## src/vtpd_pkg.sv

```systemverilog
// Package for the vertex transform block: widths, entry count, action encoding.
// No dependencies.
package vtpd_pkg;
  localparam int WORD_WIDTH_DEF = 32;
  localparam int FRAC_BITS_DEF  = 16;
  localparam int FIELD_W        = 32;
  localparam int ENTRIES        = 16;
  localparam int IDX_W          = 4;
  localparam int COMPS          = 4;

  typedef enum logic {
    ACT_LOAD      = 1'b0,
    ACT_TRANSFORM = 1'b1
  } action_t;
endpackage

```

## src/vtpd_mul.sv

```systemverilog
// Registered fixed-point multiplier stage pair: product, then shift and saturate.
// Depends on vtpd_pkg.
module vtpd_mul #(
  parameter int WORD_WIDTH = vtpd_pkg::WORD_WIDTH_DEF,
  parameter int FRAC_BITS  = vtpd_pkg::FRAC_BITS_DEF
) (
  input  logic                         clk,
  input  logic                         en,
  input  logic signed [WORD_WIDTH-1:0] a,
  input  logic signed [WORD_WIDTH-1:0] b,
  output logic signed [WORD_WIDTH-1:0] p
);
  localparam int PW = 2 * WORD_WIDTH;
  localparam logic [PW-1:0] MAXV = PW'((64'd1 << (WORD_WIDTH - 1)) - 64'd1);

  logic [PW-1:0] mag;
  logic          neg;
  logic [PW-1:0] ua, ub, sh, lim;

  assign ua = a[WORD_WIDTH-1] ? PW'(-{{WORD_WIDTH{a[WORD_WIDTH-1]}}, a})
                              : PW'({{WORD_WIDTH{1'b0}}, a});
  assign ub = b[WORD_WIDTH-1] ? PW'(-{{WORD_WIDTH{b[WORD_WIDTH-1]}}, b})
                              : PW'({{WORD_WIDTH{1'b0}}, b});

  // Multiply magnitudes; sign rides alongside.
  always_ff @(posedge clk) begin
    if (en) begin
      mag <= PW'(ua[WORD_WIDTH-1:0] * ub[WORD_WIDTH-1:0]);
      neg <= a[WORD_WIDTH-1] ^ b[WORD_WIDTH-1];
    end
  end

  assign sh  = mag >> FRAC_BITS;
  assign lim = neg ? MAXV + PW'(1) : MAXV;

  always_ff @(posedge clk) begin
    if (en) begin
      if (sh > lim) p <= neg ? -WORD_WIDTH'(lim) : WORD_WIDTH'(lim);
      else          p <= neg ? -WORD_WIDTH'(sh)  : WORD_WIDTH'(sh);
    end
  end
endmodule

```

## config.mk

```make
export PLATFORM = sky130hd
export DESIGN_NAME = vtpd_mul
export DESIGN_NICKNAME = d
export VERILOG_FILES = /design/src/vtpd_pkg.sv /design/src/vtpd_mul.sv
export SDC_FILE = /design/constraint.sdc
export NUM_CORES = 2
export LEC_CHECK = 0
export BUFFER_PORTS_ARGS = -buffer_cell sky130_fd_sc_hd__buf_4
export CAP_MARGIN = 10
export CORE_MARGIN = 1.5
export CORE_UTILIZATION = 50
export DETAILED_ROUTE_END_ITERATION = 12
export HOLD_SLACK_MARGIN = 0.03
export PLACE_DENSITY = 0.68
export SETUP_SLACK_MARGIN = 0.3
export SLEW_MARGIN = 20
export SYNTH_ARGS = -nofsm -noshare
export SYNTH_HDL_FRONTEND = slang
export SYNTH_SLANG_ARGS = --single-unit
```

## constraint.sdc

```tcl
create_clock -name clk -period 19.39 [get_ports clk]
set_clock_uncertainty 0.05 [all_clocks]
set_input_delay 5.817 -clock clk [delete_from_list [all_inputs] [get_ports clk]]
set_output_delay 5.817 -clock clk [all_outputs]
set_load 0.1 [all_outputs]
```

==> flow_summary_export.csv <==
group,metric,value,unit
die,dieArea,75900,sq um
yosys,yosys-top-cells-count,"fa_1 (895), inv_1 (888), nor2_1 (634)",
placement,place_congestion,0.958,
clocking,cts_setup_buffers,0,
yosys,synth_top_area_cell,"fa_1",
placement,place_area,39600,sq um
sta,final_hold_viol_count,0,
global_route,grt_usage,0.325,
clocking,clk_path_buf_depth,2,
placement,hpwl,93200,microns
yosys,ys_async_sr_fraction,0,
global_route,first_global_vias,31078,
sta,setup_viol,0,
route,wire_per_inst,23.1,microns
yosys,syn_inst,4158,
yosys,yosys-top-cells-area,"fa_1 (48%), ha_1 (9.9%), inv_1 (9.0%)",
die,die_y,276,microns
layout,fillerInstances,6656,
yosys,synth_edf_count,81,
route,drt_iter0_markers,2288,
sta,tightestPinTransition,1210,ps
die,fp-row-count,99,
die,start_util,0.507,
yosys,synth_top_area_frac,0.482,
layout,fin_nets,5442,
setup_path,cp-start-kind,"input pin",
yosys,synth_warnings,0,
die,die_w,276,microns
sta,setup-tns-final,0,ps
clocking,clk_pin_slew,60,ps
yosys,syn-cell-area,37100,sq um
route,drt-total-wl,119000,microns
route,num_vias,29654,
worst_hold_path,hold_path.class,"reg -> reg",
yosys,synth-seq-cells,81,
route,dr.pass1.iters,6,
setup_path,end_kind,"flop",
yosys,synth_seq_area_share,0.0655,
sta,finalHoldWorstSlack,635,ps
clocking,cts_hold_buf,0,
route,drc_errors,0,
sta,slew_violations,0,
setup_path,required,19410,ps
sta,rsz0062_at_grt,"no",
sta,relSlewSlack,0.188,
outcome,status,"complete, no violations",
die,core,73200,sq um
global_route,antenna_found_initial,1,
global_route,grt_max_degree,81,
clocking,cts_root_buf,"clkbuf_16",
placement,port_buffers,97,
global_route,grt_pass1_wl,182000,microns
clocking,worst_skew_pair.late_latency,340,ps
clocking,htreeDepth,3,
layout,drive_gt1_frac,0.0673,
layout,design_area,39900,sq um
clocking,cts_resized,0,
clocking,cts_tree,"yes",
sta,max_freq,58.5,MHz
setup_path,crit_fanout,23,
layout,syn2layout_area_growth,7.56,%
setup_path,critPathArrivalTime,17120,ps
yosys,synth_area_per_cell,8.93,sq um
yosys,synth_ff_type,"edfxtp_1",
setup_path,worstSetupPathType,"in -> reg",
setup_path,crit_top_cell,"fa_1",
yosys,synth_nets,5414,
clocking,numCtsBuffers,9,
route,viasPerCell,5.76,
clocking,clock_sinks,81,
yosys,yosys.cell_types.count,69,
route,postRouteAntennaNets,0,
yosys,yosysMostFrequentCell,"fa_1",
global_route,global_route.overflow_total,0,
sta,finalCriticalPeriod,17090,ps
sta,timing.final.crit_share,0.882,
die,ios,98,
setup_path,critPathMaxStageDelay,890,ps
setup_path,cp_slowest_cell,"xor2_4",
job,drv.max_cap_violation_count,0,
routing by layer:
layer,GRT usage,part of all wire
met4,0.190,0.073
met2,0.513,0.46
met3,0.0856,0.11
met5,0,0.000067
met1,0.402,0.36
stage by stage:
stage,util,std cells,setup WS [ps]
finish,0.546,5150,2300
global route,0.546,5149,2010
CTS,0.545,5149,2670
detailed placement,0.541,5134,2320
global placement,0.541,5134,2570
floorplan,-,4158,3900
critical path, delay by kind of cell:
family,cells,cell delay [ps]
buffers and inverters,4,950
AO/OA/AOI/OAI,7,2940
XOR/XNOR,2,1020
adder cells (fa/ha/maj),10,4690
AND/OR/NAND/NOR,6,1640
flip-flops by register name (all words and copies together) (netlist names):
register  cells
mag          48
neg           1
p            32
cell usage in the layout (no fill, tap or decap), drive strengths merged, types with 15 or more instances in the layout:
cell    instances
nand4          15
nand2         513
nor4           17
fa            895
xor2           81
nand2b         20
a21o           38
mux2i          19
nor3           26
nor2          635
inv           889
and2           18
o22ai          31
o21ai          63
edfxtp         81
or3            17
nand3          18
xnor2          83
ha            295
a21oi          88
buf           202
area by class of cell:
type,instances,area (sq um),share of cell area
timing repair buffer,202,1520,0.0380
multi-input combinational,3004,31200,0.780
antenna,1,2.50,0.0000626
tap,959,1200,0.0300
inverter,888,3330,0.0834
sequential,81,2430,0.0609
clock buffer,9,225,0.00564
clock inverter,6,68.8,0.00172
kinds of logic (layout without fill, tap and decap cells):
family / after synthesis / count (layout) / synth area share
xor+xnor: 164 / 164 / 0.0392
mux: 19 / 19 / 0.00522
simple gates: 1324 / 1324 / 0.146
compound gates: 307 / 307 / 0.0527
other cells: 0 / 1 / 0
fa+ha+maj: 1190 / 1190 / 0.582
buf+inv: 1073 / 1105 / 0.109
flops: 81 / 81 / 0.0655
worst paths after layout:
path	startpoint	to	slack, ps	depth (start not counted)
worst max-delay path	b[0]	mag[59]	2300	29
worst min-delay path	mag[16]	p[0]	640	2
worst max register to register	mag[16]	p[24]	15330	12
worst min register to register	mag[16]	p[0]	640	2
Power is left out: the tool's default activity adds up to more than one toggle a clock period on the data nets, which glitch-free logic cannot reach.
